==> src/rtl/core/ksnn_pkg.sv <==
// ksnn_pkg: codes, constants and small lookup functions for the
// key signature note number block. No dependencies.
`timescale 1ns / 1ps

package ksnn_pkg;

  // request operation codes (code 3 has no meaning)
  typedef enum logic [1:0] {
    OP_RESTART = 2'd0,
    OP_SET     = 2'd1,
    OP_LOOKUP  = 2'd2
  } op_t;

  // accidental codes (6 and 7 have no meaning)
  typedef enum logic [2:0] {
    ACC_NONE    = 3'd0,
    ACC_SHARP   = 3'd1,
    ACC_DSHARP  = 3'd2,
    ACC_FLAT    = 3'd3,
    ACC_DFLAT   = 3'd4,
    ACC_NATURAL = 3'd5
  } acc_t;

  // configuration register indexes
  typedef enum logic [1:0] {
    CFG_KEY_TONIC   = 2'd0,
    CFG_TONIC_SHARP = 2'd1,
    CFG_TONIC_FLAT  = 2'd2,
    CFG_KEY_MODE    = 2'd3
  } cfg_idx_t;

  // mode codes, 10..15 behave as explicit
  typedef enum logic [3:0] {
    MODE_MAJOR      = 4'd0,
    MODE_MINOR      = 4'd1,
    MODE_IONIAN     = 4'd2,
    MODE_AEOLIAN    = 4'd3,
    MODE_MIXOLYDIAN = 4'd4,
    MODE_DORIAN     = 4'd5,
    MODE_PHRYGIAN   = 4'd6,
    MODE_LYDIAN     = 4'd7,
    MODE_LOCRIAN    = 4'd8,
    MODE_EXPLICIT   = 4'd9
  } mode_t;

  localparam int NUM_LETTERS  = 7;
  localparam int LETTER_W     = 3;
  localparam int SIG_W        = 4;
  localparam int NOTE_W       = 9;

  localparam logic signed [5:0] TONIC_SHIFT = 6'sd7;
  localparam logic signed [5:0] SIG_MAX     = 6'sd7;
  localparam logic signed [5:0] SIG_MIN     = -6'sd7;
  localparam logic signed [5:0] SIG_WRAP    = 6'sd12;

  // letter code 7 folds to C
  function automatic logic [LETTER_W-1:0] fold_letter(input logic [LETTER_W-1:0] l);
    fold_letter = (l == 3'd7) ? 3'd0 : l;
  endfunction

  // place on the circle of fifths, C G D A E B with F at -1
  function automatic logic signed [3:0] fifths_pos(input logic [LETTER_W-1:0] l);
    case (l)
      3'd1:    fifths_pos = 4'sd2;
      3'd2:    fifths_pos = 4'sd4;
      3'd3:    fifths_pos = -4'sd1;
      3'd4:    fifths_pos = 4'sd1;
      3'd5:    fifths_pos = 4'sd3;
      3'd6:    fifths_pos = 4'sd5;
      default: fifths_pos = 4'sd0;
    endcase
  endfunction

  function automatic logic signed [3:0] mode_shift(input logic [3:0] m);
    case (m)
      MODE_MINOR, MODE_AEOLIAN: mode_shift = -4'sd3;
      MODE_MIXOLYDIAN:          mode_shift = -4'sd1;
      MODE_DORIAN:              mode_shift = -4'sd2;
      MODE_PHRYGIAN:            mode_shift = -4'sd4;
      MODE_LYDIAN:              mode_shift = 4'sd1;
      MODE_LOCRIAN:             mode_shift = -4'sd5;
      default:                  mode_shift = 4'sd0;
    endcase
  endfunction

  function automatic logic [3:0] natural_semi(input logic [LETTER_W-1:0] l);
    case (l)
      3'd1:    natural_semi = 4'd2;
      3'd2:    natural_semi = 4'd4;
      3'd3:    natural_semi = 4'd5;
      3'd4:    natural_semi = 4'd7;
      3'd5:    natural_semi = 4'd9;
      3'd6:    natural_semi = 4'd11;
      default: natural_semi = 4'd0;
    endcase
  endfunction

  // position of a letter in the order sharps are added: F C G D A E B
  function automatic logic [2:0] sharp_rank(input logic [LETTER_W-1:0] l);
    case (l)
      3'd0:    sharp_rank = 3'd1;
      3'd1:    sharp_rank = 3'd3;
      3'd2:    sharp_rank = 3'd5;
      3'd3:    sharp_rank = 3'd0;
      3'd4:    sharp_rank = 3'd2;
      3'd5:    sharp_rank = 3'd4;
      default: sharp_rank = 3'd6;
    endcase
  endfunction

  // position in the order flats are added: B E A D G C F
  function automatic logic [2:0] flat_rank(input logic [LETTER_W-1:0] l);
    case (l)
      3'd0:    flat_rank = 3'd5;
      3'd1:    flat_rank = 3'd3;
      3'd2:    flat_rank = 3'd1;
      3'd3:    flat_rank = 3'd6;
      3'd4:    flat_rank = 3'd4;
      3'd5:    flat_rank = 3'd2;
      default: flat_rank = 3'd0;
    endcase
  endfunction

  // semitone offset of an explicit accidental, zero for natural and unused codes
  function automatic logic signed [2:0] acc_offset(input logic [2:0] a);
    case (a)
      ACC_SHARP:  acc_offset = 3'sd1;
      ACC_DSHARP: acc_offset = 3'sd2;
      ACC_FLAT:   acc_offset = -3'sd1;
      ACC_DFLAT:  acc_offset = -3'sd2;
      default:    acc_offset = 3'sd0;
    endcase
  endfunction

endpackage

==> src/rtl/core/key_signature_note_number.sv <==
// key_signature_note_number: key table and MIDI note number lookup.
// Depends on ksnn_pkg for codes and constant tables.
//
//  channel  ports                                             direction  accept
//  request  start, busy, in_operation, in_note_letter,        in         start && !busy
//           in_accidental_code, in_octave
//  result   out_valid, out_note_number, out_key_sharps_flats, out        out_valid
//           out_key_is_minor
//  config   cfg_valid, cfg_ready, cfg_index, cfg_data         in         cfg_valid && cfg_ready
//
// One request per cycle; busy is always low and cfg_ready always high.
// A request is registered in the request register when it is accepted, and its result
// is then registered in the result register, which drives out_valid.
// The key table, signature count and minor flag change at the result edge.
// Synchronous active-low reset clears the key, the table and all strobes.
// The result receiver cannot stall; each strobe lasts exactly one cycle.
`timescale 1ns / 1ps

module key_signature_note_number (
  input  logic                               clk,
  input  logic                               rst_n,
  input  logic                               start,
  output logic                               busy,
  input  logic [1:0]                         in_operation,
  input  logic [ksnn_pkg::LETTER_W-1:0]      in_note_letter,
  input  logic [2:0]                         in_accidental_code,
  input  logic signed [4:0]                  in_octave,
  output logic                               out_valid,
  output logic signed [ksnn_pkg::NOTE_W-1:0] out_note_number,
  output logic signed [ksnn_pkg::SIG_W-1:0]  out_key_sharps_flats,
  output logic                               out_key_is_minor,
  input  logic                               cfg_valid,
  output logic                               cfg_ready,
  input  logic [1:0]                         cfg_index,
  input  logic [3:0]                         cfg_data
);

  import ksnn_pkg::*;

  // configuration
  logic [LETTER_W-1:0] key_tonic_r;
  logic                tonic_sharp_r;
  logic                tonic_flat_r;
  logic [3:0]          key_mode_r;

  // request register
  logic                s1_valid_r;
  logic [1:0]          s1_op_r;
  logic [LETTER_W-1:0] s1_letter_r;
  logic [2:0]          s1_acc_r;
  logic signed [4:0]   s1_oct_r;

  // key state
  logic signed [2:0]       acc_tbl_r [NUM_LETTERS];
  logic signed [2:0]       acc_tbl_nxt [NUM_LETTERS];
  logic signed [SIG_W-1:0] sig_r, sig_nxt;
  logic                    minor_r, minor_nxt;

  // result register
  logic                     out_valid_r;
  logic signed [NOTE_W-1:0] note_r, note_nxt;

  // restart datapath
  logic signed [5:0] tonic_adj;
  logic signed [5:0] sf_sum;
  logic signed [5:0] sf_wrap;
  logic signed [5:0] sf_mag;
  logic [2:0]        fill_n;

  // lookup datapath
  logic [LETTER_W-1:0] letter;
  logic signed [2:0]   look_off;
  logic signed [5:0]   oct_p2;
  logic signed [9:0]   oct_p2_w;
  logic signed [9:0]   note_w;

  assign busy      = 1'b0;
  assign cfg_ready = 1'b1;

  always_ff @(posedge clk) begin
    if (!rst_n) begin
      key_tonic_r   <= '0;
      tonic_sharp_r <= 1'b0;
      tonic_flat_r  <= 1'b0;
      key_mode_r    <= '0;
    end else if (cfg_valid && cfg_ready) begin
      unique case (cfg_index)
        CFG_KEY_TONIC:   key_tonic_r   <= cfg_data[LETTER_W-1:0];
        CFG_TONIC_SHARP: tonic_sharp_r <= cfg_data[0];
        CFG_TONIC_FLAT:  tonic_flat_r  <= cfg_data[0];
        CFG_KEY_MODE:    key_mode_r    <= cfg_data;
        default: ;
      endcase
    end
  end

  always_ff @(posedge clk) begin
    if (!rst_n) begin
      s1_valid_r <= 1'b0;
    end else begin
      s1_valid_r <= start && !busy;
    end
  end

  always_ff @(posedge clk) begin
    if (start && !busy) begin
      s1_op_r     <= in_operation;
      s1_letter_r <= in_note_letter;
      s1_acc_r    <= in_accidental_code;
      s1_oct_r    <= in_octave;
    end
  end

  // signature count from tonic, tonic accidental and mode, folded into -7..7
  always_comb begin
    if (tonic_sharp_r) begin
      tonic_adj = TONIC_SHIFT;
    end else if (tonic_flat_r) begin
      tonic_adj = -TONIC_SHIFT;
    end else begin
      tonic_adj = 6'sd0;
    end
    sf_sum = 6'(fifths_pos(fold_letter(key_tonic_r))) + tonic_adj
           + 6'(mode_shift(key_mode_r));
    if (sf_sum < SIG_MIN) begin
      sf_wrap = sf_sum + SIG_WRAP;
    end else if (sf_sum > SIG_MAX) begin
      sf_wrap = sf_sum - SIG_WRAP;
    end else begin
      sf_wrap = sf_sum;
    end
    sf_mag = sf_wrap[5] ? -sf_wrap : sf_wrap;
    fill_n = sf_mag[2:0];
  end

  // note number: natural semitone + accidental + (octave + 2) * 12
  always_comb begin
    letter   = fold_letter(s1_letter_r);
    look_off = (s1_acc_r == ACC_NONE) ? acc_tbl_r[letter] : acc_offset(s1_acc_r);
    oct_p2   = 6'(s1_oct_r) + 6'sd2;
    oct_p2_w = 10'(oct_p2);
    note_w   = $signed({6'd0, natural_semi(letter)}) + 10'(look_off)
             + (oct_p2_w <<< 3) + (oct_p2_w <<< 2);
  end

  always_comb begin
    acc_tbl_nxt = acc_tbl_r;
    sig_nxt     = sig_r;
    minor_nxt   = minor_r;
    note_nxt    = '0;
    if (s1_valid_r) begin
      unique case (s1_op_r)
        OP_RESTART: begin
          sig_nxt   = sf_wrap[SIG_W-1:0];
          minor_nxt = (key_mode_r == MODE_MINOR);
          for (int i = 0; i < NUM_LETTERS; i++) begin
            if (!sf_wrap[5] && sf_wrap != 6'sd0 && sharp_rank(LETTER_W'(i)) < fill_n) begin
              acc_tbl_nxt[i] = 3'sd1;
            end else if (sf_wrap[5] && flat_rank(LETTER_W'(i)) < fill_n) begin
              acc_tbl_nxt[i] = -3'sd1;
            end else begin
              acc_tbl_nxt[i] = 3'sd0;
            end
          end
        end
        OP_SET: begin
          // unused accidental codes leave the table alone
          if (s1_acc_r != ACC_NONE && s1_acc_r <= ACC_NATURAL) begin
            acc_tbl_nxt[letter] = acc_offset(s1_acc_r);
          end
        end
        OP_LOOKUP: begin
          note_nxt = note_w[NOTE_W-1:0];
        end
        default: ;
      endcase
    end
  end

  always_ff @(posedge clk) begin
    if (!rst_n) begin
      out_valid_r <= 1'b0;
      sig_r       <= '0;
      minor_r     <= 1'b0;
      for (int i = 0; i < NUM_LETTERS; i++) begin
        acc_tbl_r[i] <= '0;
      end
    end else begin
      out_valid_r <= s1_valid_r;
      sig_r       <= sig_nxt;
      minor_r     <= minor_nxt;
      acc_tbl_r   <= acc_tbl_nxt;
    end
  end

  always_ff @(posedge clk) begin
    note_r <= note_nxt;
  end

  assign out_valid            = out_valid_r;
  assign out_note_number      = note_r;
  assign out_key_sharps_flats = sig_r;
  assign out_key_is_minor     = minor_r;

  // every accepted request yields exactly one result, via the request and result registers
  a_result_follows: assert property (@(posedge clk) disable iff (!rst_n)
    (start && !busy) |=> ##1 out_valid)
    else $error("accepted request produced no result");

  // signature count never leaves -7..7
  a_sig_range: assert property (@(posedge clk) disable iff (!rst_n)
    sig_r != 4'b1000)
    else $error("signature count out of range");

  // only lookups carry a nonzero note number
  a_non_lookup_zero: assert property (@(posedge clk) disable iff (!rst_n)
    (s1_valid_r && s1_op_r != OP_LOOKUP) |=> (out_note_number == '0))
    else $error("non-lookup result has a note number");

  // minor flag after restart reflects the minor mode code only
  a_minor_restart: assert property (@(posedge clk) disable iff (!rst_n)
    (s1_valid_r && s1_op_r == OP_RESTART) |=>
      (out_key_is_minor == ($past(key_mode_r) == MODE_MINOR)))
    else $error("minor flag does not match mode");

  // key state only moves on a processed request
  a_state_hold: assert property (@(posedge clk) disable iff (!rst_n)
    !s1_valid_r |=> ($stable(sig_r) && $stable(minor_r)))
    else $error("key state changed without a request");

endmodule
==> config.mk <==
export PLATFORM = sky130hd
export DESIGN_NAME = key_signature_note_number
export DESIGN_NICKNAME = d
export VERILOG_FILES = /design/src/rtl/core/ksnn_pkg.sv /design/src/rtl/core/key_signature_note_number.sv
export SDC_FILE = /design/constraint.sdc
export NUM_CORES = 1
export LEC_CHECK = 0
export BUFFER_PORTS_ARGS = -buffer_cell sky130_fd_sc_hd__buf_4
export CORE_MARGIN = 2
export CORE_UTILIZATION = 60
export DETAILED_ROUTE_END_ITERATION = 8
export PLACE_DENSITY = 0.85
export SETUP_SLACK_MARGIN = 0.3
export SYNTH_ARGS = -nofsm -noshare
export SYNTH_HDL_FRONTEND = slang
export SYNTH_SLANG_ARGS = --single-unit
export TNS_END_PERCENT = 20
==> constraint.sdc <==
create_clock -name clk -period 6.67 [get_ports clk]
set_input_delay 1.6675 -clock clk [delete_from_list [all_inputs] [get_ports clk]]
set_output_delay 1.6675 -clock clk [all_outputs]
set_load 0.02 [all_outputs]
==> results of run 1 <==
-- state kept, by name (all words and copies together), names as in the netlist --
| name | count |
|---|---|
| tonic_sharp_r | 1 |
| key_mode_r | 4 |
| out_key_is_minor | 1 |
| key_tonic_r | 3 |
| tonic_flat_r | 1 |
| s1_op_r | 2 |
| out_key_sharps_flats | 4 |
| s1_oct_r | 5 |
| out_note_number | 9 |
| s1_letter_r | 3 |
| acc_tbl_r | 21 |
| s1_valid_r | 1 |
| out_valid | 1 |
| s1_acc_r | 3 |
-- path summary, 6_finish.rpt --
kind	slack, ps	endpoint	start
worst max-delay path	1740	out_note_number[8]$_SDFF_PN0_	s1_letter_r[0]$_DFFE_PP_
worst min-delay path	510	out_key_sharps_flats[0]$_SDFFE_PN0P_	out_key_sharps_flats[0]$_SDFFE_PN0P_
worst max register to register	1740	out_note_number[8]$_SDFF_PN0_	s1_letter_r[0]$_DFFE_PP_
worst min register to register	510	out_key_sharps_flats[0]$_SDFFE_PN0P_	out_key_sharps_flats[0]$_SDFFE_PN0P_
-- synth_stat cells (4+ instances only) --
cell type / count
o21ai_0: 22
clkbuf_1: 9
nand4_1: 4
o221a_2: 7
ha_1: 25
mux2i_1: 20
nand3b_1: 4
a21o_1: 6
or2_2: 8
xnor2_1: 10
a31oi_1: 8
and2_1: 9
o21ai_1: 4
nand2_1: 23
nor2_1: 55
nor2b_1: 6
dfxtp_1: 46
inv_1: 20
xor2_1: 4
edfxtp_1: 13
o221a_1: 5
a21oi_1: 29
fa_1: 12
nand3_1: 10
nor3_1: 4
-- metal layers --
layer	up-vias	GRT usage [%]	share of wire [%]
met5	-	0	0
met4	0	9.524	2.0
met3	21	6.809	6.8
met1	1566	34.02	43
met2	135	43.18	48
li1	1601	-	-
-- layout make-up --
type | count | area [sq um] | share of cell area (%)
clock buffers | 9 | 123.9 | 2.776
clock inverters | 6 | 81.33 | 1.823
inverters | 21 | 78.83 | 1.767
multi-input cells | 333 | 2492 | 55.86
flip-flops and latches | 59 | 1311 | 29.39
well taps | 77 | 96.34 | 2.159
repair buffers | 37 | 277.8 | 6.225
-- stage by stage --
step                      cells  util (%)  total power, mW
final                       542     70.27            1.148
after global routing        542     70.27            1.205
after CTS                   542     70.27            1.145
after detailed placement    527     67.03           0.7990
after global placement      527     67.03           0.7816
after floorplan             425         -           0.7044
-- cells by family (layout without fill, tap and decap cells) --
logic type / after synthesis / after routing
xor gates and xnor gates: 16 / 16
AOI/OAI and AO/OA: 114 / 114
and+or+nand+nor: 141 / 141
DFF: 59 / 59
muxes: 23 / 23
adders and majority gates: 37 / 37
other: 2 / 2
buffers and inverters: 33 / 73
-- placed cells by master (no fill, tap or decap), types with 3 or more instances in the layout --
| master | n |
|---|---|
| nor2_1 | 55 |
| dfxtp_1 | 46 |
| buf_4 | 37 |
| a21oi_1 | 29 |
| ha_1 | 25 |
| nand2_1 | 23 |
| o21ai_0 | 22 |
| inv_1 | 20 |
| mux2i_1 | 20 |
| edfxtp_1 | 13 |
| fa_1 | 12 |
| nand3_1 | 10 |
| xnor2_1 | 10 |
| and2_1 | 9 |
| clkbuf_8 | 9 |
| or2_2 | 8 |
| a31oi_1 | 8 |
| o221a_2 | 7 |
| nor2b_1 | 6 |
| a21o_1 | 6 |
| o221a_1 | 5 |
| nand4_1 | 4 |
| nand3b_1 | 4 |
| xor2_1 | 4 |
| nor3_1 | 4 |
| o21ai_1 | 4 |
| nor3b_1 | 3 |
| a21boi_0 | 3 |
| o211ai_1 | 3 |
| o21a_1 | 3 |
-- worst min-delay path: stages (launching register included) --
cell	delay (ps)
dfxtp_1	310
nor2_1	100
a211oi_1	50
-- power breakdown --
part / switching [mW] / total [mW] / internal (mW) / leakage [nW]
Combinational: 0.225 / 0.390 / 0.166 / 1.29
Sequential: 0.0234 / 0.409 / 0.385 / 0.501
Clock: 0.144 / 0.349 / 0.205 / 0.103
==> metrics, run 1 <==
CP max FO 20; initial antenna violation count 0; Clock Skew approximately 13 ps; Pwr Density 257.3 nW/um^2; post-synthesis adder-cell area fraction 14.05%; Die Span Y 84.99 um; TritonCTS clock tree done; CP Data Required Time 6900 ps; worst slew pin tran 1113 ps; RePlAce Congestion 0.9501; fmax ~200 MHz; placed wire-length estimate 6931 um; crit-path cells mux2i_1 -> o21ai_0 -> a22oi_1 -> o311ai_0 -> a21oi_1 -> inv_1 -> fa_1 -> fa_1 -> fa_1 -> a21o_1 -> a21oi_1 -> o21bai_1 -> a21oi_1 -> xnor2_1 -> xnor2_1 -> nor2_1; DRT Pass-1 Iters 5; GRT Resource Usage Total 26.44%; Vias/cell 6.131; pre-CTS setup slack roughly 1800 ps; cts repair resizes 0; row count 29; element type at the critical path end flip-flop; Setup TNS 0 ps; Num CTS Buffers 9; Distinct cells, synth 65; core area 6350 sq um; DRC Markers 0; routed via count between 3000 and 4000; Pleak around 1.9 nW; # IOs 40; Critical Path Slowest Stage Cell edfxtp_1; Initial Util between 60% and 70%; top cells by area, synth dfxtp_1, edfxtp_1, ha_1, fa_1, nor2_1; largest family of logic cells by synthesized area compound AO/OA/AOI/OAI gates; FF-to-FF path depth 16; Clock Latency Late Sink 350 ps; Synth Area in Compound Gates around a fifth; Post-Synth Simple-Gate Area between 10% and 20%; mapped cell area 3935 sq um; area post-placement 4257 sq um; hold crit path type reg2reg; DR WL/cell 16.95 um; WS Path Type reg2reg; RSZ-0062 raised after global routing no; root buffer cell clkbuf_8; clk buf depth 2; H-Tree Depth 3; mux share of post-synthesis cell area about 6.2%; setup bufs post-CTS 0; max_slew headroom between 20% and 30%; n_diodes 0; Slew Limit Fails 0; area grow syn2layout 13.39%; Post-synth EDFFs 13; Final #Nets 521; area leader, netlist dfxtp_1; Die W between 80 and 90 um; gr ovfl total 0; #FFs+latches synth 59; max incr delay on CP 770 ps; Die ar. 7222 sq um; final worst setup slack 1744 ps; outcome complete, no violations; period utilisation layout 73.85%; CTS Hold Buffers Added 0; final instance area roughly 4500 sq um; Max-Cap Viols 0; Crit path depth 16; DRT Wirelength 9187 um; Synth Area in XOR/XNOR 4.229%; Worst VDD drop 0.1924 mV; Arr. time, crit path 5160 ps; fillers a little under 500; final hold vios 0; IO buf count 37; sequential fraction of the synthesis area about a third; top_reg_cell synth dfxtp_1; Clk pin slew, worst setup/hold paths 70 ps; crit start category flip-flop; crit path buf inv count 1; starting DRC count in detailed routing 210; pin count of the biggest net entering global routing 25; mean post-synth cell area roughly 9.3 sq um; FFs w/ async S/R, synth 0%; Final setup viols 0; Sinks on Clock Net 59; WHS Path Cells 2; Largest delay share family, worst path compound AO/OA/AOI/OAI gates; Syn Inst Count between 400 and 500; Syn Nets 485; layout cell share with drive strength beyond 1 between 10% and 20%; top cell type's share of synthesized area 23.40%; DRT antenna net count 0; warnings from Yosys 0; Min Hold Slack 508.7 ps; vias in the first global route around 3200; first-pass GRT wire length 15080 um; min Tclk post-route about 5000 ps
(Power assumes the default switching activity.)
==> inputs of run 2 (changes only) <==
- ABC_AREA: unset -> 1
- CORE_UTILIZATION: 60 -> 54
- PLACE_DENSITY: 0.85 -> 0.81
- clock period: 6.67 -> 4.2 ns (I/O delays scaled with it)
==> run 2 against run 1 <==
Net effect: sequential cell count stayed put; synthesized area is 2.2% lower; core utilization is 3.6 points higher; sequential share of layout area is 3.3 points lower; hold slack worse by 58 ps; critical path depth is 9 higher; combinational power grew to 2.7 times the previous value; largest cell class unchanged; die area is 8.3% higher.
==> metrics, run 2 <==
top cells by area, synth dfxtp_1, edfxtp_1, ha_1, inv_1, nand2_1 (was dfxtp_1, edfxtp_1, ha_1, fa_1, nor2_1); hold crit path type reg2reg (unchanged); Pwr Density 465.3 nW/um^2 (was 257.3 nW/um^2); RSZ-0062 raised after global routing yes (was no); Clock Latency Late Sink 350 ps (about the same); Worst VDD drop 0.2763 mV (was 0.1924 mV); outcome complete, no violations (unchanged); Die W 88.44 um (was 84.99 um); #FFs+latches synth 59 (unchanged); Clock Skew 16.99 ps (was 13.24 ps); core area 6832 sq um (was 6350 sq um); max FFs per register 21 (unchanged); element type at the critical path end flip-flop (unchanged); Clk pin slew, worst setup/hold paths 80 ps (was 70 ps); WS Path Type reg2reg (unchanged); routing usage on met2 41.97% (was 43.18%); final hold vios 0 (unchanged); H-Tree Depth 3 (unchanged); IO buf count 37 (unchanged); Final setup viols 0 (unchanged); pre-CTS setup slack 108.3 ps (was 1761 ps); grt met1 use 33.45% (was 34.02%); vias in the first global route 3363 (was 3203); count leader, synth inv_1 (was nor2_1); commonest non-fill, non-tap cell in the layout inv_1 (was nor2_1); Slew Limit Fails 0 (unchanged); global-route met3 utilization 5.037% (was 6.809%); Arr. time, crit path 4200 ps (was 5160 ps); RePlAce Congestion 0.9116 (was 0.9501); TritonCTS clock tree done (unchanged); gr ovfl total 0 (unchanged); mean post-synth cell area 7.476 sq um (was 9.259 sq um); top_reg_cell synth dfxtp_1 (unchanged); warnings from Yosys 0 (unchanged); row count 30 (was 29); Syn Inst Count 515 (was 425); pin count of the biggest net entering global routing 33 (was 25); Post-synth top cells inv_1, nand2_1, nor2_1, a21oi_1, o21ai_0 (was nor2_1, dfxtp_1, a21oi_1, ha_1, nand2_1); routed via count 3799 (was 3323); min Tclk post-route 3914 ps (was 4926 ps); clk buf depth 2 (unchanged); FFs w/ async S/R, synth 0% (unchanged); CP max FO 6 (was 20); Max-Cap Viols 0 (unchanged); Die ar. 7821 sq um (was 7222 sq um); Setup TNS 0 ps (unchanged); crit start category flip-flop (unchanged); Pwr Total 2.348 mW (was 1.148 mW); fillers 531 (was 484); area leader, netlist dfxtp_1 (unchanged); DRT Wirelength 10420 um (was 9187 um); CP Data Required Time 4480 ps (was 6900 ps); initial antenna violation count 0 (unchanged); fmax 255.5 MHz (was 203.0 MHz); period utilisation layout 93.19% (was 73.85%); top cell type's share of synthesized area 23.92% (was 23.40%); Syn Nets 575 (was 485); worst slew pin tran 1169 ps (was 1113 ps); Final #Nets 649 (was 521); final instance area 5047 sq um (was 4462 sq um); Sinks on Clock Net 59 (unchanged); Distinct cells, synth 41 (was 65); # IOs 40 (unchanged); Vias/cell 5.506 (was 6.131); Initial Util 56.36% (was 61.97%); Num CTS Buffers 9 (unchanged); Pleak 2.344 nW (was 1.893 nW); DRT antenna net count 0 (unchanged); area post-placement 4244 sq um (was 4257 sq um); DRC Markers 0 (unchanged); starting DRC count in detailed routing 310 (was 210); GRT Resource Usage Total 25.51% (was 26.44%); DR WL/cell 15.10 um (was 16.95 um); Largest Register acc_tbl_r (unchanged); GR peak layer met2 (unchanged); DRT Pass-1 Iters 5 (unchanged); final worst setup slack 285.9 ps (was 1744 ps); max_slew headroom 21.48% (was 25.64%); area grow syn2layout 31.10% (was 13.39%); placed wire-length estimate 7202 um (was 6931 um); first-pass GRT wire length 15290 um (was 15080 um); root buffer cell clkbuf_8 (unchanged); most frequent cells in the layout inv_1, buf_4, nor2_1, nand2_1, a21oi_1 (was nor2_1, dfxtp_1, buf_4, a21oi_1, ha_1); layout cell share with drive strength beyond 1 28.96% (was 18.28%); Die Span Y 88.44 um (was 84.99 um); Post-synth EDFFs 13 (unchanged); mapped cell area 3850 sq um (was 3935 sq um); n_diodes 0 (unchanged); sequential fraction of the synthesis area 34.06% (was 33.32%)
## run 2: changes by cell type after synthesis, moves of 7 or more
cell     before  now
o21ai_0      22   47
inv_1        20   83
or2_2         8    0
o221a_2       7    0
nand2_1      23   76
xnor2_1      10    2
a21oi_1      29   50
mux2i_1      20    0
and2_1        9    0
nor2_1       55   64
nand3_1      10   26
## run 2: critical path: stages, from the launching register on
cell and delay (ps):
dfxtp_4 360, nor2_1 120, inv_1 100, nor3_4 240, a21oi_2 60, fa_1 490, inv_2 50, ha_4 160
fa_2 640, buf_6 140, ha_1 150, inv_2 60, nand2_4 70, nand3_4 80, nand2_4 100, nand2_2 70
nand2_4 90, nand2_4 70, nand2_4 100, nand2_8 80, buf_12 130, nor2_4 170, nand2_2 80, nand2_2 80
nor2_1 50, a21oi_1 130
## run 2: cell families after synthesis
| logic type | synth area share (%) |
|---|---|
| compound gates | 17.36 |
| xor+xnor | 1.592 |
| fa+ha+maj | 14.36 |
| buf+inv | 9.392 |
| flops | 34.06 |
| other cells | 0.1951 |
| simple gates | 23.04 |
## run 2: final timing paths
check                             startpoint                          to  slack [ps]  cells after the start
setup reg to reg  key_mode_r[0]$_SDFFE_PN0P_  acc_tbl_r[18]$_SDFFE_PN0P_         290                     25
setup / recovery  key_mode_r[0]$_SDFFE_PN0P_  acc_tbl_r[18]$_SDFFE_PN0P_         290                     25
hold / removal         s1_valid_r$_SDFF_PN0_        out_valid$_SDFF_PN0_         450                      2
hold reg to reg        s1_valid_r$_SDFF_PN0_        out_valid$_SDFF_PN0_         450                      2
## run 2: through the flow
stage / hold WS [ps] / utilization (%) / std cells
CTS: 462.7 / 66.65 / 666
detailed placement: 457.2 / 62.12 / 645
floorplan: 420.3 / - / 515
global route: 477.5 / 73.88 / 690
global placement: 452.6 / 62.12 / 645
finish: 450.5 / 73.88 / 690
## run 2: where the power goes
group / switching (mW) / internal (mW) / total, mW
Clock: 0.246 / 0.411 / 0.657
Combinational: 0.623 / 0.427 / 1.05
Sequential: 0.0270 / 0.614 / 0.641
Total: 0.896 / 1.45 / 2.35
## run 2: metal layers
metal | routed length [um] | vias to the layer above
met5 | 0 | -
met4 | 332 | 0
met3 | 598 | 36
met2 | 4983 | 157
met1 | 4504 | 1774
li1 | - | 1832
## run 2: area by class of cell
type	count	area (sq um)	area share (%)
multi-input cells	362	2484	49.21
flip-flops and latches	59	1316	26.08
repair buffers	69	541.8	10.73
inverters	88	335.3	6.644
clock buffers	10	137.6	2.727
well taps	96	120.1	2.380
clock inverters	6	112.6	2.231
## run 2: repair_timing
action	in CTS	in global routing
setup buffers	5	24
hold buffers	0	0
pin swaps	3	41
endpoints found under the setup margin	20	23
resized for setup	6	82
cloned	0	0
